**src/design/accent_folding_mapper_macros.svh**
```systemverilog
// ----------------------------------------------------------------------------
// accent_folding_mapper_macros
// assertion helpers shared by the accent folding mapper
// ----------------------------------------------------------------------------
`ifndef ACCENT_FOLDING_MAPPER_MACROS_SVH
`define ACCENT_FOLDING_MAPPER_MACROS_SVH

// implication checked on every rising clock edge outside reset
`define AFM_ASSERT_IMPL(lbl, ante, cons, msg) \
    lbl: assert property (@(posedge i_clk) disable iff (!i_rst_n) (ante) |-> (cons)) \
        else $error(msg);

// condition that must never hold outside reset
`define AFM_ASSERT_NEVER(lbl, expr, msg) \
    lbl: assert property (@(posedge i_clk) disable iff (!i_rst_n) !(expr)) \
        else $error(msg);

`endif

```
**src/design/afm_pkg.sv**
```systemverilog
// ----------------------------------------------------------------------------
// afm_pkg
// types, constants and fold tables of the accent folding mapper
// ----------------------------------------------------------------------------
package afm_pkg;

    localparam int CodeW = 21;

    localparam logic [CodeW-1:0] PassLimit = 21'h08A;
    localparam logic [CodeW-1:0] Latin1End = 21'h100;
    localparam logic [CodeW-1:0] ExtAEnd   = 21'h180;
    localparam logic [CodeW-1:0] Blk200Beg = 21'h200;
    localparam logic [CodeW-1:0] Blk200End = 21'h218;

    // input range classes
    typedef enum logic [2:0] {
        CLS_PASS   = 3'd0,
        CLS_LATIN1 = 3'd1,
        CLS_EXTA   = 3'd2,
        CLS_BLK200 = 3'd3,
        CLS_SUBST  = 3'd4
    } t_cls;

    typedef struct packed {
        logic             valid;
        t_cls             cls;
        logic [CodeW-1:0] code;
    } t_s1;

    typedef struct packed {
        logic             valid;
        logic [CodeW-1:0] code;
    } t_s2;

    // base letters of latin extended-a, first character is 0x100
    localparam logic [0:127][7:0] ExtABase =
        {"AaAaAaCcCcCcCcDdDdEeEeEeEeEeGgGgGgGgHhHhIiIiIiIiIiIiJjKkkLlLlLlLlLlNnNnNnnN",
         "nOoOoOoOoRrRrRrSsSsSsSsTtTtTtUuUuUuUuUuUuWwYyYZzZzZzs"};

    localparam logic [0:23][7:0] Blk200Map = {
        8'hc4, 8'he4, 8'hc2, 8'he2, 8'hcb, 8'heb, 8'hca, 8'hea,
        8'hcf, 8'hef, 8'hce, 8'hee, 8'hd6, 8'hf6, 8'hd4, 8'he4,
        "R",   "r",   "R",   "r",   8'hdc, 8'hfc, 8'hdb, 8'hfb
    };

    function automatic logic [7:0] fold_latin1(input logic [7:0] c);
        logic [7:0] up;
        logic [7:0] lc;
        logic [7:0] res;
        up = c & 8'hDF;
        lc = c & 8'h20;
        if (c == 8'h8a) begin
            res = "S";
        end else if (c == 8'h8e) begin
            res = "Z";
        end else if (c == 8'h9a) begin
            res = "s";
        end else if (c == 8'h9e) begin
            res = "z";
        end else if (c == 8'h9f) begin
            res = "Y";
        end else if (c == 8'hab || c == 8'hbb) begin
            res = "\"";
        end else if (c == 8'hff) begin
            res = "y";
        end else if (c[7:6] == 2'b00) begin
            res = c;
        end else if (up >= 8'hC0 && up <= 8'hC5) begin
            res = 8'("A") + lc;
        end else if (up == 8'hC7) begin
            res = 8'("C") + lc;
        end else if (up >= 8'hC8 && up <= 8'hCB) begin
            res = 8'("E") + lc;
        end else if (up >= 8'hCC && up <= 8'hCF) begin
            res = 8'("I") + lc;
        end else if (up == 8'hD0) begin
            res = 8'("D") + lc;
        end else if (up == 8'hD1) begin
            res = 8'("N") + lc;
        end else if ((up >= 8'hD2 && up <= 8'hD6) || up == 8'hD8) begin
            res = 8'("O") + lc;
        end else if (up >= 8'hD9 && up <= 8'hDC) begin
            res = 8'("U") + lc;
        end else if (up == 8'hDD) begin
            res = 8'("Y") + lc;
        end else if (up == 8'hDE) begin
            res = 8'("P") + lc;
        end else begin
            res = c;
        end
        return res;
    endfunction

    function automatic logic [CodeW-1:0] fold_ext_a(input logic [CodeW-1:0] c);
        logic [CodeW-1:0] res;
        unique case (c)
            21'h150: res = 21'h0d6;
            21'h151: res = 21'h0f6;
            21'h170: res = 21'h0dc;
            21'h171: res = 21'h0fc;
            default: res = {13'd0, ExtABase[c[6:0]]};
        endcase
        return res;
    endfunction

    // greek, cyrillic and romanian look-alikes
    function automatic logic [CodeW-1:0] substitute(input logic [CodeW-1:0] c);
        logic [CodeW-1:0] res;
        unique case (c)
            21'h17f: res = 21'(8'("s"));
            21'h218: res = 21'h15e;
            21'h219: res = 21'h15f;
            21'h21a: res = 21'h162;
            21'h21b: res = 21'h163;
            21'h391: res = 21'(8'("A"));
            21'h392: res = 21'(8'("B"));
            21'h393: res = 21'h413;
            21'h395: res = 21'(8'("E"));
            21'h396: res = 21'(8'("Z"));
            21'h397: res = 21'(8'("H"));
            21'h399: res = 21'(8'("I"));
            21'h39a: res = 21'(8'("K"));
            21'h39c: res = 21'(8'("M"));
            21'h39d: res = 21'(8'("N"));
            21'h39f: res = 21'(8'("O"));
            21'h3a0: res = 21'h41f;
            21'h3a1: res = 21'(8'("P"));
            21'h3a4: res = 21'(8'("T"));
            21'h3a5: res = 21'(8'("Y"));
            21'h3a6: res = 21'h424;
            21'h3a7: res = 21'(8'("X"));
            21'h3aa: res = 21'h0cf;
            21'h3ab: res = 21'h178;
            21'h3bf: res = 21'(8'("o"));
            21'h3c2: res = 21'h3c3;
            21'h3ca: res = 21'h0ef;
            21'h3cc: res = 21'h0f3;
            21'h400: res = 21'h0c8;
            21'h401: res = 21'h0cb;
            21'h405: res = 21'(8'("S"));
            21'h406: res = 21'(8'("I"));
            21'h407: res = 21'h0cf;
            21'h408: res = 21'(8'("J"));
            21'h450: res = 21'h0e8;
            21'h451: res = 21'h0eb;
            21'h455: res = 21'(8'("s"));
            21'h456: res = 21'(8'("i"));
            21'h457: res = 21'h0ef;
            21'h458: res = 21'(8'("j"));
            default: res = c;
        endcase
        return res;
    endfunction

endpackage

```
**src/design/afm_decode.sv**
```systemverilog
// ----------------------------------------------------------------------------
// afm_decode
// first stage: registers the code point and its range class
// ----------------------------------------------------------------------------
module afm_decode
    import afm_pkg::*;
(
    input  logic             i_clk,
    input  logic             i_rst_n,
    input  logic             i_valid,
    input  logic [CodeW-1:0] i_code,
    output t_s1              o_s1
);

    logic             r_valid;
    t_cls             r_cls;
    logic [CodeW-1:0] r_code;
    t_cls             n_cls;

    always_comb begin
        priority if (i_code < PassLimit) begin
            n_cls = CLS_PASS;
        end else if (i_code < Latin1End) begin
            n_cls = CLS_LATIN1;
        end else if (i_code < ExtAEnd) begin
            n_cls = CLS_EXTA;
        end else if (i_code >= Blk200Beg && i_code < Blk200End) begin
            n_cls = CLS_BLK200;
        end else begin
            n_cls = CLS_SUBST;
        end
    end

    always_ff @(posedge i_clk) begin
        if (!i_rst_n) begin
            r_valid <= 1'b0;
        end else begin
            r_valid <= i_valid;
        end
    end

    always_ff @(posedge i_clk) begin
        r_cls  <= n_cls;
        r_code <= i_code;
    end

    assign o_s1 = '{valid: r_valid, cls: r_cls, code: r_code};

endmodule

```
**src/design/afm_lookup.sv**
```systemverilog
// ----------------------------------------------------------------------------
// afm_lookup
// second stage: table lookup per range class, registered result
// ----------------------------------------------------------------------------
module afm_lookup
    import afm_pkg::*;
(
    input  logic i_clk,
    input  logic i_rst_n,
    input  t_s1  i_s1,
    output t_s2  o_s2
);

    logic             r_valid;
    logic [CodeW-1:0] r_code;
    logic [CodeW-1:0] n_code;

    always_comb begin
        unique case (i_s1.cls)
            CLS_PASS:   n_code = i_s1.code;
            CLS_LATIN1: n_code = {13'd0, fold_latin1(i_s1.code[7:0])};
            CLS_EXTA:   n_code = fold_ext_a(i_s1.code);
            CLS_BLK200: n_code = {13'd0, Blk200Map[i_s1.code[4:0]]};
            CLS_SUBST:  n_code = substitute(i_s1.code);
            default:    n_code = i_s1.code;
        endcase
    end

    always_ff @(posedge i_clk) begin
        if (!i_rst_n) begin
            r_valid <= 1'b0;
        end else begin
            r_valid <= i_s1.valid;
        end
    end

    always_ff @(posedge i_clk) begin
        r_code <= n_code;
    end

    assign o_s2 = '{valid: r_valid, code: r_code};

endmodule

```
**src/design/accent_folding_mapper.sv**
```systemverilog
// a beat taken into the decode register moves on through the lookup register
//   to the output register, where it shows on o_folded_code with o_strobe
//   for the receiver to take
// throughput: one code point every cycle; busy is raised only while reset is
//   held, since every stage moves on each clock and the receiver cannot stall
// reset: synchronous, active low; clears the stage valid bits only
// ----------------------------------------------------------------------------
// accent_folding_mapper
// three stage pipeline folding accented code points to plain look-alikes
// ----------------------------------------------------------------------------
module accent_folding_mapper
    import afm_pkg::*;
(
    input  logic             i_clk,
    input  logic             i_rst_n,
    input  logic             start,
    output logic             busy,
    input  logic [CodeW-1:0] i_code_point,
    output logic             o_strobe,
    output logic [CodeW-1:0] o_folded_code
);

`include "accent_folding_mapper_macros.svh"

    // stage handoff
    t_s1 w_s1;
    t_s2 w_s2;

    // output register, third stage
    logic             r_out_valid;
    logic [CodeW-1:0] r_out_code;

    // no back pressure anywhere, a beat can enter on every clock out of reset
    assign busy = !i_rst_n;

    // stage 1: range classification
    afm_decode u_decode (
        .i_clk   (i_clk),
        .i_rst_n (i_rst_n),
        .i_valid (start),
        .i_code  (i_code_point),
        .o_s1    (w_s1)
    );

    // stage 2: latin-1 fold, extended-a table, 0x200 block table, substitutions
    afm_lookup u_lookup (
        .i_clk   (i_clk),
        .i_rst_n (i_rst_n),
        .i_s1    (w_s1),
        .o_s2    (w_s2)
    );

    // stage 3: result strobe lasts exactly one cycle per beat
    always_ff @(posedge i_clk) begin
        if (!i_rst_n) begin
            r_out_valid <= 1'b0;
        end else begin
            r_out_valid <= w_s2.valid;
        end
    end

    always_ff @(posedge i_clk) begin
        r_out_code <= w_s2.code;
    end

    assign o_strobe      = r_out_valid;
    assign o_folded_code = r_out_code;

    // every result beat comes from a start beat passed through the decode, lookup and output registers
    `AFM_ASSERT_IMPL(a_strobe_origin, o_strobe, $past(start, 3), "result without input beat")

    // codes below the fold range come out untouched
    `AFM_ASSERT_IMPL(a_low_pass, o_strobe && ($past(i_code_point, 3) < PassLimit),
        o_folded_code == $past(i_code_point, 3), "low code altered")

    // the 0x200 block always folds into latin-1
    `AFM_ASSERT_IMPL(a_blk200_narrow,
        o_strobe && ($past(i_code_point, 3) >= Blk200Beg)
            && ($past(i_code_point, 3) < Blk200End),
        o_folded_code[CodeW-1:8] == '0, "0x200 block result out of latin-1")

endmodule
```
**config.mk**
```make
export PLATFORM = sky130hd
export DESIGN_NAME = accent_folding_mapper
export DESIGN_NICKNAME = d
export VERILOG_FILES = /design/src/design/afm_pkg.sv /design/src/design/afm_decode.sv /design/src/design/afm_lookup.sv /design/src/design/accent_folding_mapper.sv
export VERILOG_INCLUDE_DIRS = /design/src /design/src/design
export SDC_FILE = /design/constraint.sdc
export NUM_CORES = 1
export LEC_CHECK = 0
export ABC_AREA = 1
export BUFFER_PORTS_ARGS = -buffer_cell sky130_fd_sc_hd__buf_2
export CORE_MARGIN = 4
export CORE_UTILIZATION = 35
export DETAILED_ROUTE_END_ITERATION = 16
export SETUP_SLACK_MARGIN = 0.3
export SYNTH_ARGS = -nofsm -noshare
export SYNTH_HDL_FRONTEND = slang
export SYNTH_HIERARCHICAL = 1
export SYNTH_SLANG_ARGS = --single-unit
```
**constraint.sdc**
```tcl
create_clock -name i_clk -period 3.5 [get_ports i_clk]
set_clock_uncertainty 0.2 [all_clocks]
set_input_delay 0.175 -clock i_clk [delete_from_list [all_inputs] [get_ports i_clk]]
set_output_delay 0.175 -clock i_clk [all_outputs]
set_load 0.1 [all_outputs]
```
Word-level counts from Yosys, hierarchy flattened
Memory sizes are Yosys's and may differ from the RTL's.
Index checks and enable logic that the tools add are counted.

cells by class
  add/subtract/negate cells = 10
  $mul = 0
  divide/modulo/power cells = 0
  $lt $le $gt $ge = 17
  equal/unequal tests = 62
  shifts and indexed selects = 0
  multiplexer cells = 28
  bitwise logic cells = 2
  reductions and logical operators = 16

operators by type and width
  operator                number
  $pmux W21 S36           1
  $eq A21 B10 Y1 const B  27
  $eq A21 B11 Y1 const B  12
  $mux W8                 22
  $eq A21 B9 Y1 const B   5
  $pmux W21 S4            1
  $add A7 B6 Y8 const A   10
  $eq A8 B8 Y1 const B    8
  $ge A8 B8 Y1 const B    6
  $eq A7 B7 Y1 const B    6
  $lt A21 B9 Y1 const B   2
  $le A8 B8 Y1 const B    5
  $pmux W8 S4             1
  $ge A21 B10 Y1 const B  1
  $lt A21 B10 Y1 const B  1
  $lt A21 B8 Y1 const B   1
  $reduce_or A2 Y1        5
  $not A7 Y8              1
  $eq A3 B2 Y1 const B    2
  $ge A6 B6 Y1 const B    1
  $logic_and A1 B1 Y1     6
  $not A5 Y6              1
  $eq A3 B1 Y1 const B    1
  $eq A3 B3 Y1 const B    1
  other kinds (7)         8

storage, ports and cells
  register bits = 69
  bits in latches = 0
  bits in writable memories = 0
  bits in read-only memories = 1280
  output and inout port bits = 23
  logic and storage cells = 146
  memories kept = 2

memories
  name              words  width  read ports  clocked after memory_dff  wr ports  RTL line          RTL
  (name not given)  128    8      1           0                         0         afm_pkg.sv:101    default: res = {13'd0, ExtABase[c[6:0]]};
  (name not given)  32     8      1           0                         0         afm_lookup.sv:23  CLS_BLK200: n_code = {13'd0, Blk200Map[i_s1.code[4:0]]};

Depth between registers and ports, before layout
  word-level depth = 20
  mapped depth = 18
  mapped depth without buffers = 17

By module
Netlist, hierarchy kept.

by module, submodules not included
  module                 instances  cells an instance  area an instance (sq um)
  afm_lookup             1          748                3847.4
  afm_decode             1          65                 721.9
  accent_folding_mapper  1          25                 451.7

Worst setup path before layout
Ideal clock, no wire load.

  path type = register -> register
  from = register u_decode.r_code[2]
  to = register u_lookup.r_code[2]
  arrival = 2146 ps
  data required time = 3230 ps
  slack = 1084 ps
  cell stages (with the launch flop) = 12
  buffers on the path = 1
  period minus slack after synthesis = 2416 ps
  path through = dfxtp_1 -> clkbuf_1 -> inv_1 -> ha_1 -> nand3_2 -> inv_1 -> o2111a_1 -> nor2_2 -> nand3_2 -> nand2_1 -> nand3_1 -> a21oi_1

on the way
  longest elaborated chain between the ends = 20

ends and longest elaborated chain
  item                                                                   RTL line          RTL
  start: declaration                                                     afm_decode.sv:17  logic [CodeW-1:0] r_code;
  start signal: assignment                                               afm_decode.sv:44  r_code <= i_code;
  parallel branches: the longest is 19 deep, another holds $ge A8 B8 Y1  -
  $pmux W21 S4 (*)                                                       afm_lookup.sv:19  unique case (i_s1.cls)
  named net u_lookup.n_code[2]                                           afm_lookup.sv:16  logic [CodeW-1:0] n_code;
  end signal: assignment                                                 afm_lookup.sv:38  r_code <= n_code;
  end: declaration                                                       afm_lookup.sv:15  logic [CodeW-1:0] r_code;

Mark *: on every way through the listed nets, which the timed path passes. The select of a mux whose other input is x is not followed.
A chain may end at the register's enable or synchronous reset.

Final worst setup path
  from = register u_decode.r_code[1]
  to = register u_lookup.r_code[5]

The elaborated chain is that of the path after synthesis.

==> impl_metrics.env <==
export IMPL_run_status="finished clean"
export IMPL_synth_common_cells="nand2_1 (185), nor2_1 (149), nand3_1 (114)"
export IMPL_fill_cells=1536
export IMPL_netlist_instances=838
export IMPL_grt_use_met3_pct=4.33
export IMPL_area_growth_synth_to_final_pct=19.6
export IMPL_async_flop_share_pct=0
export IMPL_remaining_drc_errors=0
export IMPL_core_region_area_mm2=0.0140
export IMPL_max_clock_path_buffers=2
export IMPL_cpPeakStageDelay_ns=0.76
export IMPL_cts_htree_levels=3
export IMPL_synth_edff_count=0
export IMPL_post_synth_top_count_cell="nand2_1"
export IMPL_crit_path_end="u_lookup/r_code[5]"
export IMPL_p_leak_nw=2.93
export IMPL_drive_above_1_share_pct=13.5
export IMPL_rr_worst_depth=13
export IMPL_synth_largest_area_cell="dfxtp_1"
export IMPL_cts_sinks=69
export IMPL_fin_crit_sh_pct=84.8
export IMPL_rsz0062_at_grt="no"
export IMPL_grt_max_degree=30
export IMPL_crit_chain="nand2_1, nor2_1, inv_1, nor2_1, nand3_1, nand3_1, nor2_1, nand2_1, nor2_4, nand3_2, nand2_1, nand3_1, nand4_1"
export IMPL_grt_pass1_wl_mm=30.1
export IMPL_clock_latency_ns=0.33
export IMPL_gp_congestion=1.03
export IMPL_wl_mm=18.7
export IMPL_ioPinCount=47
export IMPL_drv_slew=0
export IMPL_ys_types=42
export IMPL_end_kind="flip-flop"
export IMPL_crit_fanout=14
export IMPL_cp_slowest_cell="dfxtp_1"
export IMPL_cts_tree="done"
export IMPL_p_per_area_mw_per_mm2=356
export IMPL_hp_class="reg2reg"
export IMPL_dr_pass1_iters=6
export IMPL_num_vias=6083
export IMPL_drt_iter0_markers=779
export IMPL_setup_tns_ns=0
export IMPL_holdWs_ns=0.118
export IMPL_cp_num_cells=13
export IMPL_gr_usage_met2_pct=35.0
export IMPL_r2r_setup_slack_ns=0.53
export IMPL_grt_busiest_layer="met2"
export IMPL_fin_util_pct=42.9
export IMPL_drt_wirelength_per_cell_um=17.2
export IMPL_clockRootBuffer="clkbuf_16"
export IMPL_n_antenna_cell=0
export IMPL_ir_drop_v=0.000314
export IMPL_ys_ff_latch=69
export IMPL_path_class="reg2reg"
export IMPL_max_freq_mhz=337
export IMPL_syn_area_mm2=0.00502
export IMPL_clk_pin_slew_worst_paths_ns=0.06
export IMPL_drtAntennaViolNets=0
export IMPL_synth_top_cell_area_share_pct=27.5
export IMPL_die_h_um=128
export IMPL_grt_pass1_vias=5704
export IMPL_row_count=43
export IMPL_r2r_end="u_lookup/r_code[5]"
export IMPL_dp_hpwl_mm=14.2
export IMPL_synth_warnings=6
export IMPL_worstReg2RegStart="u_decode/r_code[1]"
export IMPL_syn_nets=868
export IMPL_crit_start="u_decode/r_code[1]"
export IMPL_die_x_um=128
export IMPL_final_setup_viol_count=0
export IMPL_critPathLaunchType="flip-flop"
export IMPL_viasPerCell=5.58
export IMPL_finalHoldViolCount=0
export IMPL_postSynthAreaPerCell_um2=5.99
export IMPL_tightestPinTransition_ns=0.796
export IMPL_cts_buffers_inserted=9
export IMPL_maxCapViolCount=0
export IMPL_gr_usage_all_layers_pct=23.0
export IMPL_period_needed_ns=2.97
export IMPL_dieArea_mm2=0.0163
export IMPL_nNetsFinal=935
export IMPL_overflow=0
export IMPL_synth_seq_area_share_pct=27.5
export IMPL_critical_path_buf_inv_count=1
export IMPL_worstPathArrival_ns=2.97
export IMPL_synthFlopType="dfxtp_1"
export IMPL_relSlewSlack_pct=46.7
export IMPL_placement_io_buffers=46
export IMPL_postCtsSetupBuffers=0
export IMPL_required_ns=3.51
export IMPL_crit_family="simple AND/OR/NAND/NOR gates"
export IMPL_grt_use_met1_pct=30.9
export IMPL_initial_core_util_pct=35.9
export IMPL_antenna_found_initial=0
export IMPL_synth_area_leaders="dfxtp_1 (28%), nand2_1 (14%), nand3_1 (11%)"
## cells in the final DEF, fill, tap and decap left out, types with 2 or more instances in the layout
cell	n
o21a_1	2
a31oi_1	6
nor2_2	8
nor3_2	2
inv_2	10
nor3_1	14
nand3_1	114
a21boi_0	9
o21ai_0	34
nand4_1	32
nor2_4	7
o211ai_1	6
a21oi_1	31
clkinvlp_4	3
dfxtp_1	68
clkbuf_16	9
buf_2	46
nand2_1	185
dlygate4sd3_1	24
ha_1	6
inv_6	2
inv_1	79
o22ai_1	3
o21ai_1	8
nand3_2	5
nor4_1	2
nor2_1	149
a211oi_1	5
nand2_2	6
buf_4	16
nand3b_1	3
## area by class of cell
type                    count  area (um^2)  share of cell area, %
clock buffers              10          239                   3.98
well taps                 180          225                   3.75
repair buffers             87          611                   10.2
clock inverters             6         70.1                   1.17
inverters                  90          338                   5.63
flip-flops and latches     69         1380                   23.0
multi-input cells         648         3140                   52.3
## state kept, by name, indices dropped and copies added, names as in the netlist
register	count
u_decode/r_code	21
u_lookup/r_code	21
u_lookup/r_valid	1
o_strobe	1
u_decode/r_cls	3
o_folded_code	21
u_decode/r_valid	1
## metal layers
metal	vias to the layer above	part of all wire [%]
met4	0	5.2
met1	2699	41
met5	-	0
met2	400	44
li1	2909	-
met3	75	10
## worst min path at each step
stage | depth (start not counted) | slack (ns) | startpoint | end
floorplan | 0 | 0.003 | i_code_point[0] | u_decode/r_code[0]
global placement | 1 | 0.08 | i_code_point[0] | u_decode/r_code[0]
detailed placement | 1 | 0.08 | i_code_point[0] | u_decode/r_code[0]
CTS | 0 | 0.12 | u_lookup/r_code[14] | o_folded_code[14]
global route | 0 | 0.13 | u_lookup/r_code[10] | o_folded_code[10]
finish | 0 | 0.12 | u_lookup/r_code[14] | o_folded_code[14]
## repair_timing
item	CTS	global route
gates resized for setup	0	1
setup endpoints to repair	0	10
hold buffers	24	0
endpoints found under the hold margin	26	0
## per-stage QoR
step           power, mW  instances  setup WS [ns]  instance area, um^2
3_3_place_gp        1.20       1050          0.577                 5460
3_5_place_dp        1.20       1050          0.497                 5460
6_report            2.14       1090          0.532                 6010
4_1_cts             2.15       1090          0.467                 6000
5_1_grt             2.22       1090          0.366                 6010
2_1_floorplan       1.11        838           1.08                 5020
## where the power goes
part	leakage [nW]	total (mW)	internal, mW	switching, mW
combinational	2.20	0.356	0.0926	0.263
clock	0.142	0.926	0.576	0.351
sequential	0.581	0.858	0.827	0.0309
## kinds of logic after synthesis
group | count (synthesis) | share of synthesized area, %
simple gates | 532 | 48.2
buf+inv | 121 | 10.0
compound gates | 110 | 12.8
flops | 69 | 27.5
fa+ha+maj | 6 | 1.50
## worst reg2reg max path, stage by stage (launching register included)
cell,delay (ns)
dfxtp_1,0.76
nand2_1,0.36
nor2_1,0.36
inv_1,0.20
nor2_1,0.19
nand3_1,0.09
nand3_1,0.11
nor2_1,0.06
nand2_1,0.10
nor2_4,0.07
nand3_2,0.12
nand2_1,0.07
nand3_1,0.09
nand4_1,0.08
Note: power is estimated with default switching activity, not from simulation.
